[src/design/lrc_pkg.sv]
// types and constants of the line/rectangle clipper
`default_nettype none
package lrc_pkg;

   localparam int COORD_W   = 24;
   localparam int SIZE_W    = 23;
   localparam int DIFF_W    = 25;
   localparam int QNUM_W    = 26;
   localparam int T_W       = 32;
   localparam int NUM_LANES = 4;
   localparam int MID_DEPTH = 8;
   localparam int OUT_DEPTH = 2;

   localparam int LANE_X_ENTER = 0;
   localparam int LANE_X_EXIT  = 1;
   localparam int LANE_Y_ENTER = 2;
   localparam int LANE_Y_EXIT  = 3;

   localparam logic signed [T_W-1:0] T_NEG_INF = {1'b1, {(T_W-1){1'b0}}};
   localparam logic signed [T_W-1:0] T_POS_INF = {1'b0, {(T_W-1){1'b1}}};
   localparam logic signed [T_W-1:0] T_FIN_MAX = {1'b0, {(T_W-2){1'b1}}, 1'b0};
   localparam logic signed [T_W-1:0] T_FIN_MIN = {1'b1, {(T_W-2){1'b0}}, 1'b1};

   typedef enum logic [1:0] {
      CSR_CLIP_LEFT,
      CSR_CLIP_TOP,
      CSR_CLIP_WIDTH,
      CSR_CLIP_HEIGHT
   } csr_index_type;

   typedef struct packed {
      logic signed [COORD_W-1:0] left;
      logic signed [COORD_W-1:0] top;
      logic [SIZE_W-1:0]         width;
      logic [SIZE_W-1:0]         height;
   } lrc_clip_type;

   typedef struct packed {
      logic signed [COORD_W-1:0] start_x;
      logic signed [COORD_W-1:0] start_y;
      logic signed [COORD_W-1:0] end_x;
      logic signed [COORD_W-1:0] end_y;
      logic                      extend_back;
      logic                      extend_forward;
   } lrc_req_type;

   typedef struct packed {
      logic [QNUM_W-1:0] num_mag;
      logic              neg;
      logic              ovf;
   } lrc_lane_type;

   typedef struct packed {
      logic neg;
      logic ovf;
   } lrc_lane_flag_type;

   typedef struct packed {
      lrc_lane_type [NUM_LANES-1:0] lane;
      logic [DIFF_W-1:0]            den_x;
      logic [DIFF_W-1:0]            den_y;
      logic                         use_x;
      logic                         use_y;
      logic                         miss;
      logic                         extend_back;
      logic                         extend_forward;
   } lrc_item_type;

   typedef struct packed {
      lrc_lane_flag_type [NUM_LANES-1:0] lane;
      logic                              use_x;
      logic                              use_y;
      logic                              miss;
      logic                              extend_back;
      logic                              extend_forward;
   } lrc_side_type;

   typedef struct packed {
      logic                  hit;
      logic signed [T_W-1:0] t_enter;
      logic signed [T_W-1:0] t_exit;
   } lrc_result_type;

endpackage
`default_nettype wire

[src/design/lrc_fifo.sv]
// small register queue with occupancy count
`default_nettype none
module lrc_fifo import lrc_pkg::*; #(
   parameter int W     = 8,
   parameter int DEPTH = 2
) (
   input  wire logic                       clock,
   input  wire logic                       reset,
   input  wire logic                       push,
   input  wire logic [W-1:0]               push_data,
   input  wire logic                       pop,
   output logic      [W-1:0]               pop_data,
   output logic      [$clog2(DEPTH+1)-1:0] count,
   output logic                            empty,
   output logic                            full
);
   localparam int PTR_W = (DEPTH > 1) ? $clog2(DEPTH) : 1;
   localparam int CNT_W = $clog2(DEPTH+1);

   logic [W-1:0]     mem_ff [DEPTH];
   logic [PTR_W-1:0] wr_ptr_ff, wr_ptr_in;
   logic [PTR_W-1:0] rd_ptr_ff, rd_ptr_in;
   logic [CNT_W-1:0] cnt_ff, cnt_in;
   logic             do_push, do_pop;

   assign empty    = (cnt_ff == '0);
   assign full     = (cnt_ff == CNT_W'(DEPTH));
   assign count    = cnt_ff;
   assign pop_data = mem_ff[rd_ptr_ff];
   assign do_push  = push && !full;
   assign do_pop   = pop && !empty;

   always_comb begin
      wr_ptr_in = wr_ptr_ff;
      rd_ptr_in = rd_ptr_ff;
      cnt_in    = cnt_ff;
      if (do_push) begin
         wr_ptr_in = (wr_ptr_ff == PTR_W'(DEPTH-1)) ? '0 : wr_ptr_ff + 1'b1;
      end
      if (do_pop) begin
         rd_ptr_in = (rd_ptr_ff == PTR_W'(DEPTH-1)) ? '0 : rd_ptr_ff + 1'b1;
      end
      if (do_push && !do_pop) begin
         cnt_in = cnt_ff + 1'b1;
      end else if (do_pop && !do_push) begin
         cnt_in = cnt_ff - 1'b1;
      end
   end

   always_ff @(posedge clock) begin
      if (reset) begin
         wr_ptr_ff <= '0;
         rd_ptr_ff <= '0;
         cnt_ff    <= '0;
      end else begin
         wr_ptr_ff <= wr_ptr_in;
         rd_ptr_ff <= rd_ptr_in;
         cnt_ff    <= cnt_in;
      end
   end

   always_ff @(posedge clock) begin
      if (do_push) begin
         mem_ff[wr_ptr_ff] <= push_data;
      end
   end
endmodule
`default_nettype wire

[config.mk]
export PLATFORM = sky130hd
export DESIGN_NAME = lrc_fifo
export DESIGN_NICKNAME = d
export VERILOG_FILES = /design/src/design/lrc_pkg.sv /design/src/design/lrc_fifo.sv
export SDC_FILE = /design/constraint.sdc
export NUM_CORES = 1
export LEC_CHECK = 0
export BUFFER_PORTS_ARGS = -buffer_cell sky130_fd_sc_hd__buf_2
export CAP_MARGIN = 5
export CELL_PAD_IN_SITES_DETAIL_PLACEMENT = 1
export CELL_PAD_IN_SITES_GLOBAL_PLACEMENT = 1
export CORE_MARGIN = 2
export CORE_UTILIZATION = 35
export DETAILED_ROUTE_END_ITERATION = 16
export GPL_ROUTABILITY_DRIVEN = 1
export PLACE_DENSITY = 0.83
export SYNTH_ARGS = -nofsm -noshare
export SYNTH_HDL_FRONTEND = slang
export SYNTH_SLANG_ARGS = --single-unit
[constraint.sdc]
create_clock -name clock -period 1.31 [get_ports clock]
set_input_delay 0.131 -clock clock [delete_from_list [all_inputs] [get_ports clock]]
set_output_delay 0.131 -clock clock [all_outputs]
set_load 0.01 [all_outputs]
Word level (Yosys, flattened, before mapping)
Memory sizes are Yosys's and may differ from the RTL's. A register that Yosys moved wholly into a read port is not among the register bits. Index checks and enable logic that the tools add are counted. Widths: inputs -> output; s select.

Bits of input ports: 12. Memories: 1. Memory bits (writable): 16. Output and inout port bits: 12. Flip-flop bits (word level): 4. Logic and storage cells: 27.

Memories: mem_ff (depth 2, width 8, read ports 1, clocked after memory_dff 1, wr ports 1, RTL line lrc_fifo.sv:20) `logic [W-1:0] mem_ff [DEPTH];`.

Muxes and demuxes: 8. Reduce and logical (&&, ||, !) cells: 10. $add $sub $neg: 4. Eq/ne operators: 1.

Operators with widths (count): $mux 1 (6); $logic_and 1x1->1 (4); $logic_not 1->1 (4); $mux 2 (2); $add 1x1->1 const B (2); $add 2x1->2 const B (1); $eq 2x2->1 const B (1); $logic_not 2->1 (1); $reduce_bool 2->1 (1); $sub 2x1->2 const B (1).

Longest topological paths before layout
Depth after elaboration: 7. Mapped depth: 6. Depth with buffers taken out: 6.

Worst setup path before layout
Ideal clock, no wire load.

Kind: flip-flop to flip-flop. From: register cnt_ff[1] (netlist: count[1]). To: register cnt_ff[1] (netlist: count[1]). Period minus slack after synthesis: 1.602 ns. Buffers on the path: 0. Data required time: 1.240 ns. Slack: -0.292 ns. Cell stages (with the launch flop): 6. Library setup time: 0.070 ns. Arrival: 1.533 ns. Cells stage by stage: dfxtp_1 > nor2b_2 > nor2_1 > ha_1 > or3_1 > a21oi_1.

Longest elaborated chain between the ends: 6. Elaborated cells between the ends (all ways): 15. Classes of those cells: add/sub: 2; eq/ne: 1; mux: 2; reduce/logical: 10.

RTL lines: from (decl) (RTL line lrc_fifo.sv:23) `logic [CNT_W-1:0] cnt_ff, cnt_in;`; from (signal assigned) (RTL line lrc_fifo.sv:58) `cnt_ff <= cnt_in;`; $eq 2x2->1 (*) (RTL line lrc_fifo.sv:27) `assign full = (cnt_ff == CNT_W'(DEPTH));`; via full (RTL line lrc_fifo.sv:15) `output logic full`; $logic_not 1->1 (*) (RTL line lrc_fifo.sv:30) `assign do_push = push && !full;`; $logic_and 1x1->1 (*) (RTL line lrc_fifo.sv:30); via do_push (RTL line lrc_fifo.sv:24) `logic do_push, do_pop;`; $logic_not 1->1 (RTL line lrc_fifo.sv:45) `end else if (do_pop && !do_push) begin`; $logic_and 1x1->1 (RTL line lrc_fifo.sv:45); $reduce_bool 2->1 (no source line).

Mark *: on every way through the listed nets, which the timed path passes. The rest lies on a longest branch. The select of a mux whose other input is x is not followed. A chain may end at the register's enable or synchronous reset.

Worst setup path in the final report
From: register cnt_ff[1] (netlist: count[1]). To: register cnt_ff[1] (netlist: count[1]).

Longest elaborated chain between the ends: 6. Elaborated cells between the ends (all ways): 15. Classes of those cells: add/sub: 2; eq/ne: 1; mux: 2; reduce/logical: 10.

RTL lines (RTL line): $eq 2x2->1 (*) (lrc_fifo.sv:27); $logic_not 1->1 (*) (lrc_fifo.sv:30); $logic_and 1x1->1 (*) (lrc_fifo.sv:30); via do_push (lrc_fifo.sv:24); $logic_not 1->1 (lrc_fifo.sv:45); $logic_and 1x1->1 (lrc_fifo.sv:45); $reduce_bool 2->1 (no source line).

Marks and branches as above.

==> results.txt <==
The run finished, with violations left. The final reports fail on setup timing. In the synthesized netlist the async set-or-reset flop fraction comes to 0%. After synthesis, the netlist uses 13 different library cells.

The first global-routing pass estimated roughly 2600 µm of wire. The number of violations reported at the end of detailed-routing iteration 0 came out at 3. The insertion delay to the later sink of the worst-skew pair is 0.29 ns.

Adding up every negative setup slack in the final design gives -0.0809 ns. The number of global-route vias before repair came out at 551. The initial core utilization is 36.6%. The net count of the finished layout is 96. The type of the worst min-delay path is primary input to register.

Traced cell by cell, the critical path runs through nor2b_4 -> nor2_2 -> ha_4 -> xor2_1 -> or3_1 -> a21oi_1. The worst clock skew came out at 0.000949 ns. The tool flagged a number of max-cap violations equal to 0. The global routing met2 resource utilization is 24.4%. The number of top-level pins came out at 24. In this run, synthesis produced a sequential element count of 21. The clock transition time at the flip-flop clock pins of the worst setup and hold paths came out at 0.11 ns. Cells fill ~52% of the core in the end. The number of nets in the synthesized netlist is 63.

The number of buffer cells added on primary ports came out at 23. VDD sags by at most approximately 0.0012 V. The count of non-filler cells in the finished layout is 110. Buffers inserted during clock tree synthesis total 3. Using the TritonRoute via totals, the vias-per-cell ratio works out to 4.57. The slowest stage of the critical path is the dfxtp_4 cell.

The fraction of final layout cells sized beyond drive strength 1 is between 50 and 60%. The worst pin sits at a relative slew slack of 86.7%. The required time reported for the critical path endpoint is 1.54 ns.

For this run, the top clock speed supported by timing is 725 MHz. The share of the synthesized area in the top cell type came out at 60.6%. Dividing the synthesized area by the synthesized cell count gives approximately 16 µm². The cell count after synthesis is 50. In the post-synthesis netlist, the cell with the most instances is edfxtp_1. For the worst setup path, the data arrival time is between 1.5 and 2 ns. The pin slew with the least headroom to its limit is ~0.2 ns. The number of buffers between clock root and the deepest sink is 2. After clock tree synthesis, the flow added hold-fix buffers numbering 0. Once placement finished, the instance area stood at 1010 µm².

Counting instances in the post-synthesis netlist gives the leading cell types as 16 x edfxtp_1, 8 x mux2_2, 5 x dfxtp_1, 5 x nor2_1. The HPWL after detailed placement is 1160 µm. The level count of the clock H-tree is 1. The portion of the clock cycle consumed by the worst path in the final layout is 105%.

The post-route antenna net violation count came out at 0. The number of warnings printed during yosys synthesis came out at 0. The design area came out at 1140 µm². The overflow left after global routing came out at 0.

The worst setup path is captured at a register. The TritonCTS sink count came out at 21. The number of detailed-route iterations in the first pass came out at 3. The die is a little over 50 µm tall. The number of pins exceeding their max-slew limit in the final report is 0. In this run the horizontal extent of the chip is between 50 and 60 µm. The maximum number of pins on one net before global-route repair came out at 12. The CTS tree is done. The largest fanout of any net on the critical path came out at 3. Setup repair after global routing could not meet its margin everywhere.

The leakage power summed over all cells came out at around 0.47 nW. The cell class contributing the biggest share of worst-path delay is simple AND/OR/NAND/NOR gates. The highest cell delay on the worst timing path came out at 0.37 ns.

In the synthesized netlist the dominant register cell turns out to be edfxtp_1. The number of failing setup endpoints in the final timing report is 5. Dividing the detail-routed wire length by the instance count gives around 14 µm. In the global route stage, overall resource usage came out at 13.5%. The initial antenna violation count is 0.

The instance count after placement with tap cells included is 106. The total power density per cell area is ~1900 nW/µm². The tree is rooted in a clkbuf_4. The cell type with the highest aggregate area in the netlist is edfxtp_1. By startpoint and endpoint, the worst setup path is classified as register to register. The worst setup path is launched from a register.

The met1 layer usage reported by global route is 15.2%. The mapped netlist covers 793 µm². The routed layout has 503 vias. The layout overhead on the synthesized area came out at 43.4%. After layout, the worst setup slack is -0.0693 ns. The proportion of synthesized chip area in sequential cells came out at 73.2%. The count of buffers added by post-CTS timing repair for setup came out at 0. In the post-synthesis netlist, the biggest area contributors are edfxtp_1 61%, dfxtp_1 13%, mux2_2 11%. The fill cell instance count of the final layout is about 220. The placement row count came out at 17. The final routed DRC violation total is 0.

Subtracting the final worst setup slack from the clock period gives 1.38 ns. The buffers plus inverters on the worst setup path is 0. The full die area is 2660 µm². The number of hold violations in the final report is 0. The global routing stage identified its most utilized layer as met2. The met3 usage in global routing came out at under 10%. The floorplan step defined a core boundary enclosing 2170 µm². In this run, synthesis inferred 16 flip-flops with an integrated enable.

The repair_antennas step left the layout with diodes totalling 0. The sum of routed wire length over all layers is roughly 1500 µm. The weighted congestion at the end of routability-driven global placement is just under 0.6.
worst reg2reg max path: stages (launching register included):
cell and delay, ns:
dfxtp_4 0.37, nor2b_4 0.16, nor2_2 0.06, ha_4 0.16, xor2_1 0.15, or3_1 0.30
a21oi_1 0.11
worst paths after layout:
check             slack, ns  cells after the start    startpoint            to
setup / recovery      -0.07                      6      count[1]      count[1]
setup reg to reg      -0.07                      6      count[1]      count[1]
hold / removal         0.02                      1  push_data[4]  mem_ff[0][4]
hold reg to reg        0.51                      2     wr_ptr_ff     wr_ptr_ff
area by class of cell:
class	count	area [µm²]	area share, %
timing repair buffer	29	223	19.6
tap	28	35.0	3.08
sequential	21	589	51.8
multi-input combinational	26	254	22.3
clock buffer	4	26.3	2.31
inverter	2	10.0	0.880
report_power, final:
group          internal [mW]  switching, mW
combinational          0.541          0.371
clock                  0.118          0.177
sequential             0.869          0.105
total                   1.53          0.652
what timing repair did:
action	in CTS	in global routing
pin swaps	1	0
cloned	0	0
resized for setup	23	0
endpoints found under the setup margin	18	22
layer usage:
layer / vias to the layer above / routed length [µm]
li1: 245 / -
met1: 240 / 586
met2: 18 / 835
met3: 0 / 118
met5: - / 0
met4: 0 / 0
layout by cell type, fill, tap and decap left out, types with 2 or more instances in the layout:
master | Yosys | layout
edfxtp_1 | 16 | 16
buf_2 | 1 | 15
mux2_4 | 0 | 8
buf_6 | 0 | 8
buf_4 | 0 | 5
nor2_1 | 5 | 4
xor2_1 | 3 | 3
clkbuf_4 | 0 | 3
or3_1 | 2 | 2
o21ai_0 | 3 | 2
a21oi_1 | 2 | 2
dfxtp_4 | 0 | 2
dfxtp_1 | 5 | 2
kinds of logic (layout without fill, tap and decap cells):
logic type | Yosys count | count (layout) | synth area share (%)
AO/OA/AOI/OAI | 5 | 5 | 3.15
XOR/XNOR | 3 | 3 | 3.31
adder cells (fa/ha/maj) | 1 | 1 | 1.58
buffers and inverters | 3 | 35 | 1.58
flip-flops | 21 | 21 | 73.2
multiplexers | 8 | 8 | 11.4
AND/OR/NAND/NOR | 9 | 9 | 5.84
sequential cells by signal, summed over array words and instances, names as in the netlist, named ones only:
register	flops
mem_ff	16
count	2
rd_ptr_ff	1
wr_ptr_ff	1
per-stage QoR:
stage,power (mW),setup WS (ns),hold WS [ns]
2_1_floorplan,1.35,-0.116,0.190
3_3_place_gp,1.65,-0.0189,0.319
3_5_place_dp,1.70,-0.0973,0.324
4_1_cts,2.21,-0.0830,0.0184
5_1_grt,2.32,-0.140,0.00225
6_report,2.18,-0.0693,0.0232
Note: power is estimated with default switching activity, not from simulation.
