## config.mk

```make
export PLATFORM = sky130hd
export DESIGN_NAME = lrc_front
export DESIGN_NICKNAME = d
export VERILOG_FILES = /design/src/design/lrc_pkg.sv /design/src/design/lrc_front.sv
export SDC_FILE = /design/constraint.sdc
export NUM_CORES = 1
export LEC_CHECK = 0
export BUFFER_PORTS_ARGS = -buffer_cell sky130_fd_sc_hd__buf_2
export CAP_MARGIN = 0
export CORE_MARGIN = 3
export CORE_UTILIZATION = 55
export DETAILED_ROUTE_END_ITERATION = 10
export PLACE_DENSITY = 0.78
export SETUP_SLACK_MARGIN = 0.02
export SYNTH_ARGS = -nofsm -noshare
export SYNTH_HDL_FRONTEND = slang
export SYNTH_SLANG_ARGS = --single-unit
```

## constraint.sdc

```tcl
create_clock -name clock -period 14.4 [get_ports clock]
set_input_delay 2.16 -clock clock [delete_from_list [all_inputs] [get_ports clock]]
set_output_delay 2.16 -clock clock [all_outputs]
set_load 0.005 [all_outputs]
```

## src/design/lrc_pkg.sv

```systemverilog
// types and constants of the line/rectangle clipper
`default_nettype none
package lrc_pkg;

   localparam int COORD_W   = 24;
   localparam int SIZE_W    = 23;
   localparam int DIFF_W    = 25;
   localparam int QNUM_W    = 26;
   localparam int T_W       = 32;
   localparam int NUM_LANES = 4;
   localparam int MID_DEPTH = 8;
   localparam int OUT_DEPTH = 2;

   localparam int LANE_X_ENTER = 0;
   localparam int LANE_X_EXIT  = 1;
   localparam int LANE_Y_ENTER = 2;
   localparam int LANE_Y_EXIT  = 3;

   localparam logic signed [T_W-1:0] T_NEG_INF = {1'b1, {(T_W-1){1'b0}}};
   localparam logic signed [T_W-1:0] T_POS_INF = {1'b0, {(T_W-1){1'b1}}};
   localparam logic signed [T_W-1:0] T_FIN_MAX = {1'b0, {(T_W-2){1'b1}}, 1'b0};
   localparam logic signed [T_W-1:0] T_FIN_MIN = {1'b1, {(T_W-2){1'b0}}, 1'b1};

   typedef enum logic [1:0] {
      CSR_CLIP_LEFT,
      CSR_CLIP_TOP,
      CSR_CLIP_WIDTH,
      CSR_CLIP_HEIGHT
   } csr_index_type;

   typedef struct packed {
      logic signed [COORD_W-1:0] left;
      logic signed [COORD_W-1:0] top;
      logic [SIZE_W-1:0]         width;
      logic [SIZE_W-1:0]         height;
   } lrc_clip_type;

   typedef struct packed {
      logic signed [COORD_W-1:0] start_x;
      logic signed [COORD_W-1:0] start_y;
      logic signed [COORD_W-1:0] end_x;
      logic signed [COORD_W-1:0] end_y;
      logic                      extend_back;
      logic                      extend_forward;
   } lrc_req_type;

   typedef struct packed {
      logic [QNUM_W-1:0] num_mag;
      logic              neg;
      logic              ovf;
   } lrc_lane_type;

   typedef struct packed {
      logic neg;
      logic ovf;
   } lrc_lane_flag_type;

   typedef struct packed {
      lrc_lane_type [NUM_LANES-1:0] lane;
      logic [DIFF_W-1:0]            den_x;
      logic [DIFF_W-1:0]            den_y;
      logic                         use_x;
      logic                         use_y;
      logic                         miss;
      logic                         extend_back;
      logic                         extend_forward;
   } lrc_item_type;

   typedef struct packed {
      lrc_lane_flag_type [NUM_LANES-1:0] lane;
      logic                              use_x;
      logic                              use_y;
      logic                              miss;
      logic                              extend_back;
      logic                              extend_forward;
   } lrc_side_type;

   typedef struct packed {
      logic                  hit;
      logic signed [T_W-1:0] t_enter;
      logic signed [T_W-1:0] t_exit;
   } lrc_result_type;

endpackage
`default_nettype wire

```

## src/design/lrc_front.sv

```systemverilog
// front end: boundary distances, parallel test, lane setup
`default_nettype none
module lrc_front import lrc_pkg::*; #(
   parameter int PARAM_FRAC_BITS = 16
) (
   input  wire logic         clock,
   input  wire logic         reset,
   input  wire logic         in_valid,
   input  wire lrc_req_type  in_req,
   input  wire lrc_clip_type clip,
   output logic              out_valid,
   output lrc_item_type      out_item,
   output logic [1:0]        busy
);
   localparam int OVF_SHIFT = T_W - PARAM_FRAC_BITS;
   localparam int OVF_W     = DIFF_W + T_W;

   logic                     s1_valid_ff;
   logic signed [DIFF_W-1:0] s1_dx_ff, s1_dy_ff, s1_dx_in, s1_dy_in;
   logic signed [QNUM_W-1:0] s1_ql_ff, s1_qr_ff, s1_qt_ff, s1_qb_ff;
   logic signed [QNUM_W-1:0] s1_ql_in, s1_qr_in, s1_qt_in, s1_qb_in;
   logic                     s1_back_ff, s1_fwd_ff;
   logic                     s2_valid_ff;
   lrc_item_type             s2_item_ff, s2_item_in;

   logic              dx_zero, dy_zero, dx_pos, dy_pos;
   logic [DIFF_W-1:0] dx_mag, dy_mag;

   function automatic lrc_lane_type make_lane(input logic signed [QNUM_W-1:0] q,
                                              input logic [DIFF_W-1:0] den,
                                              input logic p_neg);
      lrc_lane_type r;
      logic [OVF_W-1:0] wide_num, wide_den;
      r.num_mag = q[QNUM_W-1] ? QNUM_W'(-q) : QNUM_W'(q);
      r.neg     = q[QNUM_W-1] ^ p_neg;
      wide_num  = OVF_W'(r.num_mag);
      wide_den  = OVF_W'(den) << OVF_SHIFT;
      r.ovf     = (wide_num >= wide_den);
      return r;
   endfunction

   always_comb begin
      s1_dx_in = DIFF_W'(in_req.end_x) - DIFF_W'(in_req.start_x);
      s1_dy_in = DIFF_W'(in_req.end_y) - DIFF_W'(in_req.start_y);
      s1_ql_in = QNUM_W'(in_req.start_x) - QNUM_W'(clip.left);
      s1_qr_in = QNUM_W'(clip.left) + QNUM_W'(signed'({1'b0, clip.width}))
                 - QNUM_W'(in_req.start_x);
      s1_qt_in = QNUM_W'(in_req.start_y) - QNUM_W'(clip.top);
      s1_qb_in = QNUM_W'(clip.top) + QNUM_W'(signed'({1'b0, clip.height}))
                 - QNUM_W'(in_req.start_y);
   end

   // p of the first boundary of a pair is -d: positive d enters there
   always_comb begin
      dx_zero = (s1_dx_ff == '0);
      dy_zero = (s1_dy_ff == '0);
      dx_pos  = !dx_zero && !s1_dx_ff[DIFF_W-1];
      dy_pos  = !dy_zero && !s1_dy_ff[DIFF_W-1];
      dx_mag  = s1_dx_ff[DIFF_W-1] ? DIFF_W'(-s1_dx_ff) : DIFF_W'(s1_dx_ff);
      dy_mag  = s1_dy_ff[DIFF_W-1] ? DIFF_W'(-s1_dy_ff) : DIFF_W'(s1_dy_ff);

      s2_item_in.lane[LANE_X_ENTER] = make_lane(dx_pos ? s1_ql_ff : s1_qr_ff, dx_mag, 1'b1);
      s2_item_in.lane[LANE_X_EXIT]  = make_lane(dx_pos ? s1_qr_ff : s1_ql_ff, dx_mag, 1'b0);
      s2_item_in.lane[LANE_Y_ENTER] = make_lane(dy_pos ? s1_qt_ff : s1_qb_ff, dy_mag, 1'b1);
      s2_item_in.lane[LANE_Y_EXIT]  = make_lane(dy_pos ? s1_qb_ff : s1_qt_ff, dy_mag, 1'b0);
      s2_item_in.den_x          = dx_mag;
      s2_item_in.den_y          = dy_mag;
      s2_item_in.use_x          = !dx_zero;
      s2_item_in.use_y          = !dy_zero;
      s2_item_in.miss           = (dx_zero && (s1_ql_ff[QNUM_W-1] || s1_qr_ff[QNUM_W-1]))
                               || (dy_zero && (s1_qt_ff[QNUM_W-1] || s1_qb_ff[QNUM_W-1]));
      s2_item_in.extend_back    = s1_back_ff;
      s2_item_in.extend_forward = s1_fwd_ff;
   end

   always_ff @(posedge clock) begin
      if (reset) begin
         s1_valid_ff <= 1'b0;
         s2_valid_ff <= 1'b0;
      end else begin
         s1_valid_ff <= in_valid;
         s2_valid_ff <= s1_valid_ff;
      end
   end

   always_ff @(posedge clock) begin
      s1_dx_ff   <= s1_dx_in;
      s1_dy_ff   <= s1_dy_in;
      s1_ql_ff   <= s1_ql_in;
      s1_qr_ff   <= s1_qr_in;
      s1_qt_ff   <= s1_qt_in;
      s1_qb_ff   <= s1_qb_in;
      s1_back_ff <= in_req.extend_back;
      s1_fwd_ff  <= in_req.extend_forward;
      s2_item_ff <= s2_item_in;
   end

   assign out_valid = s2_valid_ff;
   assign out_item  = s2_item_ff;
   assign busy      = 2'(s1_valid_ff) + 2'(s2_valid_ff);
endmodule
`default_nettype wire

```

Yosys cells after proc, flatten, opt, wreduce, memory -nomap -nowiden
Cells that the tools add are included.

Bits in registers: 323. Output and inout port bits: 170. Word-level logic and storage cells: 73.

Add/subtract/negate cells: 15. Order comparisons: 4. Mux-type cells: 10. Bitwise logic cells: 2. Reduce and logical (&&, ||, !) cells: 13.

Operators by type and width (count): $mux 26 (8); $ge 26x41->1 (4); $neg 26->26 (4); $sub 24x24->25 (4); $sub 25x24->26 (2); $add 24x24->25 (2); $logic_not 25->1 (2); $mux 25 (2); $neg 25->25 (2); $logic_and 1x1->1 (4); $logic_not 1->1 (4); $logic_or 1x1->1 (3); $add 1x1->2 (1); $not 1->1 (2).

Logic depth before layout (Yosys ltp)
Gate-level depths: netlist of the first run.

Depth in word-level cells: 7. Gate-level depth with buffers: 28. Mapped depth without buffers: 24.

Worst setup path before layout of the first run
Ideal clock, no wire load.

Path kind: flip-flop to flip-flop. From: reg s1_dy_ff[0]. To: reg s2_item_ff (netlist bit out_item[139]). Library setup time: 74 ps. Arrival: 5545 ps. Required time: 14326 ps. Path slack: 8780 ps. Cell stages (with the launch flop): 27. Path buffers: 4. Path through: dfxtp_1 -> inv_1 -> ha_1 -> nor4b_1 -> nand4_1 -> o21ai_2 -> buf_4 -> buf_2 -> buf_2 -> mux2i_1 -> ha_1 -> clkbuf_1 -> nand3_1 -> nor3_1 -> mux2i_1 -> nor2_1 -> nand2_1 -> nor2_1 -> a21oi_1 -> xnor2_1 -> ha_1 -> nand4_1 -> or4_1 -> a2111o_1 -> nor4_2 -> nand4b_1 -> a31oi_1.

RTL lines: start: declaration (RTL line lrc_front.sv:19) `logic signed [DIFF_W-1:0] s1_dx_ff, s1_dy_ff, s1_dx_in, s1_dy_in;`; start signal: assignment (RTL line lrc_front.sv:88) `s1_dy_ff <= s1_dy_in;`; end signal: assignment (RTL line lrc_front.sv:95) `s2_item_ff <= s2_item_in;`; end: declaration (RTL line lrc_front.sv:24) `lrc_item_type s2_item_ff, s2_item_in;`.

==> results.txt, run 1 <==
Outcome: complete, no violations
Die H: 205 um
Count leader, synth: inv_1
Arrival @ worst endpoint: 6.69 ns
Fin crit period: 6.23 ns
Period Utilization, post-route: 43.3%
First-pass GRT wire length: 108,000 um
Prevailing post-synth register cell: dfxtp_1
Hpwl dp: 59,500 um
Final hold violations: 0
Lkg Pwr: 0.0119 uW
Final WL: 71,700 um
FF-to-FF End: out_item[139]
Final net count: 3,326
Worst VDD drop: 0.100 mV
Clock Tree Root: clkbuf_16
Slew HR: 25.2%
Met2 Use GR: 59.3%
GRT Total Usage: 33.0%
Post-route cell area: 25,200 um2
Mapped Cells: 2,530
Crit path from: s1_dy_ff[0]
Count of final setup violators: 0
Avg Vias per Cell: 5.85
Synth Net Count: 2,972
Post-Syn Area: 21,700 um2
Hold_buf cts: 0
Seq cells post-synth: 323
# H-tree levels: 2
R2R depth: 23
Total grt overflow: 0
Clock-pin slew on the worst setup and hold paths: 0.06 ns
Area contributors post-synth: dfxtp_1 (30%), ha_1 (11%), xnor2_1 (8.2%)
Max stage delay on crit path: 0.60 ns
Worst r2r src: s1_dy_ff[0]
Startpoint types: register
Slew Limit Fails: 0
Antenna cell count: 0
Net Sw Frac: 40.0%
Async SR Flop Fraction: 0%
Crit path to: out_item[139]
Met1 Usage GRT: 38.0%
Effective utilization at floorplan: 56.0%
Most Crowded Layer GR: met2
Post-CTS Setup Bufs: 0
Dpl ws: 8.31 ns
Worst Path Required: 14.86 ns
Final GP Congestion: 0.991
Number of cell rows: 72
Mapped Avg Cell Area: 8.60 um2
IO Port Bufs: 364
PwrDens: 168 nW/um2
Core area: 38,800 um2
Final setup TNS: 0 ns
CTS tree: yes
Initial antenna violation count: 0
Logic pwr share: 42.3%
I/O pins: 365
Crit path cell chain: inv_1 > ha_1 > nor4b_1 > nand4_1 > o21ai_4 > buf_4 > mux2i_1 > ha_1 > nand3_1 > nor3_1 > mux2i_1 > nor2_1 > nand2_1 > nor2_1 > a21oi_1 > xnor2_1 > ha_1 > nand4_1 > or4_1 > a2111o_1 > nor4_2 > nand4b_1 > a31oi_1
Worst setup margin: 8.17 ns
Die area: 42,000 um2
Sequential power share: 35.7%
P&R area growth vs syn: 15.9%
Cell variety after synth: 84
Pint: 2540 uW
RSZ-0062 raised after global routing: false
Area post-placement: 24,000 um2
Synth area leader: dfxtp_1
Critical path peak fanout: 54
Crit-path slowest cell: buf_4
Psw: 1690 uW
Post-cts sizing count: 0
Die Wd: 205 um
Iteration-0 DRC Markers: 1,435
Fmax: 0.160 GHz
Total clock sinks: 323
Max-Cap Viols: 0
DRT Pass-1 Iters: 6
Design Power: 4230 uW
R2r setup slk: 8.17 ns
Post-synthesis sequential area ratio: 29.7%
Measured slew at the worst slew-check pin: 1.11 ns
DR vias: 20,000
Most instantiated cells after synthesis: inv_1 (333), dfxtp_1 (323), xnor2_1 (203)
Clk pwr share: 21.9%
Final ANT Viol Nets: 0
Ratio of cells with drive above 1 in the final layout: 16.6%
Synth top area share: 29.7%
Setup skew after layout: 0.0174 ns
Inserted Clock Buffers: 36
EDFF count, synth: 0
Syn. warnings: 0
Longest Clk Path Bufs: 3
Critical path's most frequent cell: ha_1
Pin count of the biggest net entering global routing: 57
Critical Path End Type: register
# DRC: 0
Hold Path Class: register to register
Vias in the first global route: 19,400
M3 GR Usage: 4.85%
Worst-skew pair later-pin latency: 0.55 ns
Crit path kind: register to register
Avg WL per Cell: 20.9 um
[state kept, by name, indices dropped and copies added, names as in the netlist]
signal / flops
s1_dy_ff: 25
out_item: 167
s1_qb_ff: 26
s1_fwd_ff: 1
s1_qr_ff: 26
s1_ql_ff: 25
s1_qt_ff: 25
s1_dx_ff: 25
s1_back_ff: 1
s1_valid_ff: 1
out_valid: 1
[layer usage]
metal / wire, um / vias up
met5: 0 / -
met4: 4230 / 0
met3: 4840 / 192
met2: 35300 / 904
met1: 27300 / 9410
li1: - / 9507
[critical path: cells and delay by family, from the launching register on]
| family | cells | cell delay [ns] |
|---|---|---|
| AND/OR/NAND/NOR | 11 | 2.55 |
| adder cells (fa/ha/maj) | 3 | 0.94 |
| AO/OA/AOI/OAI | 4 | 0.93 |
| buffers and inverters | 2 | 0.69 |
| multiplexers | 2 | 0.50 |
| flip-flops | 1 | 0.39 |
| XOR/XNOR | 1 | 0.15 |
[worst min path at each step]
stage | startpoint | endpoint | slack, ns | cells past startpoint
final | s1_back_ff | out_item[1] | 0.33 | 0
after global routing | s1_back_ff | out_item[1] | 0.34 | 0
after CTS | s1_back_ff | out_item[1] | 0.34 | 0
after detailed placement | s1_back_ff | out_item[1] | 0.32 | 0
after global placement | s1_fwd_ff | out_item[0] | 0.31 | 0
after floorplan | s1_fwd_ff | out_item[0] | 0.31 | 0
[logic make-up (layout without fill, tap and decap cells)]
kind of cell	after synthesis	count (layout)	share of synthesized area, %
DFF	323	323	29.7
AOI/OAI and AO/OA	521	521	15.8
adders and majority gates	247	247	15.9
xor gates and xnor gates	256	256	10.3
and+or+nand+nor	677	677	15.8
muxes	115	115	5.44
buffers and inverters	391	765	6.96
[cells in the final DEF, fill, tap and decap left out, drive strengths merged, types with 8 or more instances in the layout]
master,instances
clkbuf,44
and2,11
nand2,113
or2,12
a21boi,10
nor3,93
buf,372
nor2b,23
o21a,44
a311oi,12
nand2b,23
nand3,55
o21bai,15
a211oi,16
or4,18
mux2i,101
or3,27
o21ai,119
o31a,8
and3,17
a31oi,28
o211ai,16
nand4,26
dfxtp,323
xnor2,203
fa,50
nor2,190
o41ai,14
nor4,42
a21o,35
inv,335
mux2,14
o31ai,22
a21oi,129
xor2,53
ha,197
[per-stage QoR]
| step | utilization, % | std cells | hold WS, ns |
|---|---|---|---|
| floorplan | - | 2530 | 0.310 |
| global placement | 61.9 | 3364 | 0.312 |
| detailed placement | 61.9 | 3364 | 0.320 |
| CTS | 64.9 | 3422 | 0.339 |
| global route | 64.9 | 3422 | 0.343 |
| finish | 64.9 | 3422 | 0.333 |
[layout make-up]
| class | instances | area [um2] |
|---|---|---|
| Clock buffer | 44 | 992 |
| Clock inverter | 14 | 180 |
| Sequential cell | 323 | 6470 |
| Timing Repair Buffer | 372 | 1880 |
| Multi-Input combinational cell | 1816 | 13800 |
| Tap cell | 518 | 648 |
| Inverter | 335 | 1260 |
| Fill cell | 3329 | 13600 |
[power by group through the flow]
stage | registers (uW) | logic (uW) | clock network (uW)
2_1_floorplan | 1420 | 1130 | 0
6_report | 1510 | 1790 | 928
3_3_place_gp | 1510 | 1740 | 0
5_1_grt | 1540 | 1950 | 973
4_1_cts | 1500 | 1770 | 940
3_5_place_dp | 1520 | 1760 | 0
Note: power is estimated with default switching activity, not from simulation.
==> run 2, diff against run 1 <==
Clock period 14.4 ns to 6.1 ns, I/O delays scaled along.
==> run 2 against run 1 <==
  * Clock skew grew 0.014 ns
  * Cell area grew 0.60%
  * Hold slack lost 0.0022 ns
  * Worst setup slack lost 7.7 ns
  * Global-route usage grew 0.18 points
  * Combinational power grew 140%
  * Wire length grew 0.86%
  * Critical path type unchanged
  * Critical endpoint is now out_item[111]
==> results.txt, run 2 (synthesis gave the netlist of run 1 again) <==
IO Port Bufs: 364
Die area: 42,000 um2
Hpwl dp: 60,000 um
Antenna cell count: 0
Footprint of the multi-input gates: 13,800 um2
Post-cts sizing count: 0
Dpl ws: 0.518 ns
Measured slew at the worst slew-check pin: 1.22 ns
Crit path kind: register to register
Final ANT Viol Nets: 0
Crit path cell chain: inv_1 > ha_1 > or4b_1 > nor4_4 > a21oi_4 > mux2i_1 > ha_1 > nand2_1 > mux2i_2 > nand4_1 > o41ai_1 > xor2_1 > o21ai_1 > ha_1 > nand2_1 > or4_1 > or4_1 > nor4_2 > a41oi_1 > a21oi_1
Count of final setup violators: 0
FF-to-FF End: out_item[111]
Commonest non-fill, non-tap cell in the layout: buf_2
Critical Path End Type: register
Clock-pin slew on the worst setup and hold paths: 0.06 ns
R2r setup slk: 0.47 ns
Post-CTS Setup Bufs: 0
# fillers: 3,289
R2R depth: 20
Lkg Pwr: 0.0120 uW
Final WL: 72,300 um
Inserted Clock Buffers: 37
Effective utilization at floorplan: 56.0%
# H-tree levels: 2
Final setup TNS: 0 ns
Crit-path slowest cell: or4b_1
# DRC: 0
Max-Cap Viols: 0
Total grt overflow: 0
Pin count of the biggest net entering global routing: 40
RSZ-0062 raised after global routing: false
Worst hold start: s1_back_ff
Final GP Congestion: 0.984
Initial antenna violation count: 3
Final net count: 3,337
CTS tree: yes
Worst Path Required: 6.56 ns
Storage cell area: 6470 um2
Worst-skew pair later-pin latency: 0.56 ns
Arrival @ worst endpoint: 6.09 ns
Hold Path Class: register to register
Design Power: 10,100 uW
Clock Tree Root: clkbuf_16
Outcome: complete, no violations
Non-filler instance count after layout: 3,440
PwrDens: 398 nW/um2
I/O pins: 365
First-pass GRT wire length: 108,000 um
DRT Pass-1 Iters: 6
Critical path's most frequent cell: ha_1
Worst setup margin: 0.471 ns
Startpoint types: register
Worst VDD drop: 0.210 mV
Iteration-0 DRC Markers: 1,651
Avg WL per Cell: 21.0 um
Critical path peak fanout: 7
Setup skew after layout: 0.0318 ns
Most frequent cells in the layout: buf_2 (364), inv_1 (333), dfxtp_1 (323), xnor2_1 (203), ha_1 (197)
Placed Cells: 3,374
Hold path cells: 0
Core area: 38,800 um2
Crit path buffers/inverters: 1
GRT Total Usage: 33.2%
Slew Limit Fails: 0
Hold_buf cts: 0
Ratio of cells with drive above 1 in the final layout: 17.1%
Die H: 205 um
DR vias: 20,000
Number of cell rows: 72
Die Wd: 205 um
Number of flip-flops under the largest register name: 167
Final hold violations: 0
Fin crit period: 5.63 ns
Vias in the first global route: 19,500
Total clock sinks: 323
Longest Clk Path Bufs: 3
Worst r2r src: s1_dy_ff[0]
Period Utilization, post-route: 92.3%
Avg Vias per Cell: 5.82
Hold EP: out_item[1]
P&R area growth vs syn: 16.6%
Max stage delay on crit path: 0.54 ns
Top delay family on crit path: simple AND/OR/NAND/NOR gates
Slew HR: 18.2%
Fmax: 0.178 GHz
## run 2: changes by cell type in the layout (fill, tap and decap cells not counted), moves of 2 or more
cell	before	now
buf_4	8	18
bufinv_16	4	2
clkbuf_1	3	5
clkbuf_16	37	39
clkbuf_8	4	7
clkinv_4	0	3
clkinvlp_4	4	1
inv_6	0	3
## run 2: worst max-delay path by stage
| stage | from | endpoint | slack [ns] | depth (start not counted) |
|---|---|---|---|---|
| floorplan | s1_dy_ff[0] | out_item[139] | 0.48 | 26 |
| global placement | s1_dy_ff[0] | out_item[111] | 0.67 | 20 |
| detailed placement | s1_dy_ff[0] | out_item[111] | 0.52 | 20 |
| CTS | s1_dy_ff[0] | out_item[111] | 0.49 | 20 |
| global route | s1_dy_ff[0] | out_item[139] | 0.05 | 22 |
| finish | s1_dy_ff[0] | out_item[111] | 0.47 | 20 |
## run 2: where the power goes
| group | internal (uW) | total [uW] | switching, uW |
|---|---|---|---|
| registers | 2890 | 3590 | 702 |
| clock network | 1350 | 2290 | 937 |
| logic | 1800 | 4230 | 2430 |
## run 2: routing by layer
layer	global-route usage, %	vias up	wire [um]
met5	0	-	13
met4	19.2	2	4770
met3	4.83	207	4850
met2	57.0	886	34300
met1	39.7	9404	28300
li1	-	9520	-
## run 2: final cells by class
cell class | count | area share [%]
Inverter | 335 | 4.96
Clock buffer | 51 | 4.30
Tap cell | 518 | 2.56
Clock inverter | 15 | 0.617
Timing Repair Buffer | 382 | 7.72
Multi-Input combinational cell | 1816 | 54.4
Sequential cell | 323 | 25.5
## run 2: through the flow
step,util [%],area [um2],hold slack (ns)
final,65.3,25400,0.331
after global routing,65.3,25400,0.342
after global placement,62.1,24100,0.311
after CTS,65.3,25400,0.335
after floorplan,-,21700,0.310
after detailed placement,62.1,24100,0.320
==> run 3, diff against run 2 <==
Settings changed: REMOVE_ABC_BUFFERS set to 1.
==> run 3 against run 2 <==
  * Critical path depth did not move
  * First-iteration DRC count increased by 3.6%
  * Total power up 2.4%
  * Largest cell class unchanged
==> results.txt, run 3 (synthesis gave the netlist of run 1 again) <==
Final ANT Viol Nets: 0
Slew Limit Fails: 0
I/O pins: 365
Most Crowded Layer GR: met2
IO Port Bufs: 364
Critical Path End Type: register
Arrival @ worst endpoint: 6.16 ns
Count of final setup violators: 0
Longest Clk Path Bufs: 3
Most frequent cells in the layout: buf_2 (364), inv_1 (333), dfxtp_1 (323), xnor2_1 (203), ha_1 (196)
Post-route cell area: 25,500 um2
Hold Path Class: register to register
Design Power: 10,300 uW
Ratio of cells with drive above 1 in the final layout: 17.4%
Met1 Usage GRT: 48.2%
Avg Vias per Cell: 5.90
Number of flip-flops under the largest register name: 167
Final hold violations: 0
Worst hold margin: 0.325 ns
Met2 Use GR: 56.4%
RSZ-0062 raised after global routing: false
Total clock sinks: 323
Clk pwr share: 22.9%
Clock-pin slew on the worst setup and hold paths: 0.06 ns
Worst Path Required: 6.57 ns
Measured slew at the worst slew-check pin: 0.993 ns
Psw: 4240 uW
Initial antenna violation count: 6
Effective utilization at floorplan: 56.0%
Hpwl dp: 63,000 um
Inserted Clock Buffers: 37
Worst-skew pair later-pin latency: 0.56 ns
Final setup TNS: 0 ns
GRT Total Usage: 35.0%
DRT Pass-1 Iters: 6
Non-filler instance count after layout: 3,445
Sequential power share: 35.3%
Pin count of the biggest net entering global routing: 55
Pint: 6110 uW
# H-tree levels: 2
Post-CTS Setup Bufs: 0
Period Utilization, post-route: 93.4%
Crit path kind: register to register
Final GP Congestion: 1.01
Antenna cell count: 0
Core area: 38,800 um2
Commonest non-fill, non-tap cell in the layout: buf_2
Startpoint types: register
Die area: 42,000 um2
PwrDens: 406 nW/um2
Total grt overflow: 0
Critical path peak fanout: 7
Lkg Pwr: 0.0121 uW
Crit path from: s1_dy_ff[0]
Placed Cells: 3,378
Die Wd: 205 um
Storage cell area: 6470 um2
Worst hold start: s1_fwd_ff
Worst VDD drop: 0.270 mV
Logic pwr share: 41.9%
Outcome: complete, no violations
# DRC: 0
Iteration-0 DRC Markers: 1,711
Final WL: 75,700 um
Fmax: 0.176 GHz
Vias in the first global route: 19,100
DR vias: 20,300
# fillers: 3,276
Setup skew after layout: 0.0217 ns
M3 GR Usage: 4.58%
Slew HR: 33.0%
Avg WL per Cell: 22.0 um
Area post-placement: 24,100 um2
First-pass GRT wire length: 113,000 um
Max-Cap Viols: 0
Number of cell rows: 72
Footprint of the multi-input gates: 13,800 um2
Worst r2r src: s1_dy_ff[0]
Final net count: 3,341
Fin crit period: 5.70 ns
Clock Tree Root: clkbuf_16
P&R area growth vs syn: 17.1%
Die H: 205 um
Net Sw Frac: 41.0%
CTS tree: yes
==> run 3: changes by cell type in the layout (fill, tap and decap cells not counted), sizes merged <==
cell / delta
clkbuf: -6
buf: +4
clkinvlp: +4
bufinv: +2
inv: +2
clkinv: -1
==> run 3: layer usage <==
metal,share of wire [%],vias to the layer above
li1,-,9518
met1,43,9725
met2,45,949
met3,7.7,131
met4,3.9,6
met5,0.050,-
==> run 3: repair_timing <==
| action | in CTS | in global routing |
|---|---|---|
| gates resized for setup | 0 | 1 |
| hold buffers | 0 | 0 |
| endpoints found under the setup margin | 0 | 1 |
==> run 3: final cells by class <==
class / count / share of cell area, %
timing repair buffer: 386 / 7.80
tap: 518 / 2.55
clock buffer: 45 / 4.12
multi-input combinational: 1816 / 54.2
clock inverter: 22 / 1.04
inverter: 335 / 4.94
sequential: 323 / 25.4
==> run 3: power groups by stage <==
stage	clock network, uW	registers, uW	logic (uW)
after floorplan	0	3400	2590
after global placement	0	3650	4200
after detailed placement	0	3650	4240
after CTS	2400	3620	4270
after global routing	2480	3690	4700
final	2370	3650	4330
==> run 3: stage by stage <==
stage	setup slack (ns)	utilization, %
4_1_cts	0.442	65.6
6_report	0.404	65.6
5_1_grt	0.0252	65.6
3_5_place_dp	0.488	62.2
2_1_floorplan	-0.165	-
3_3_place_gp	0.566	62.2
==> run 3: path summary, 6_finish.rpt <==
path / cells past startpoint / to / slack [ns]
setup / recovery: 20 / out_item[111] / 0.40
hold / removal: 0 / out_item[0] / 0.33
setup reg to reg: 20 / out_item[111] / 0.40
hold reg to reg: 0 / out_item[0] / 0.33
==> run 3: critical path, stage by stage (launching register included) <==
cell and delay, ns:
dfxtp_1 0.39, inv_1 0.09, ha_1 0.20, or4b_1 0.55
nor4_4 0.35, a21oi_4 0.17, mux2i_1 0.30, ha_2 0.34
nand2_1 0.08, mux2i_2 0.38, nand4_1 0.20, o41ai_1 0.45
xor2_1 0.18, o21ai_1 0.10, ha_1 0.32, nand2_1 0.05
or4_1 0.51, or4_1 0.50, nor4_2 0.15, a41oi_1 0.15
a21oi_1 0.15
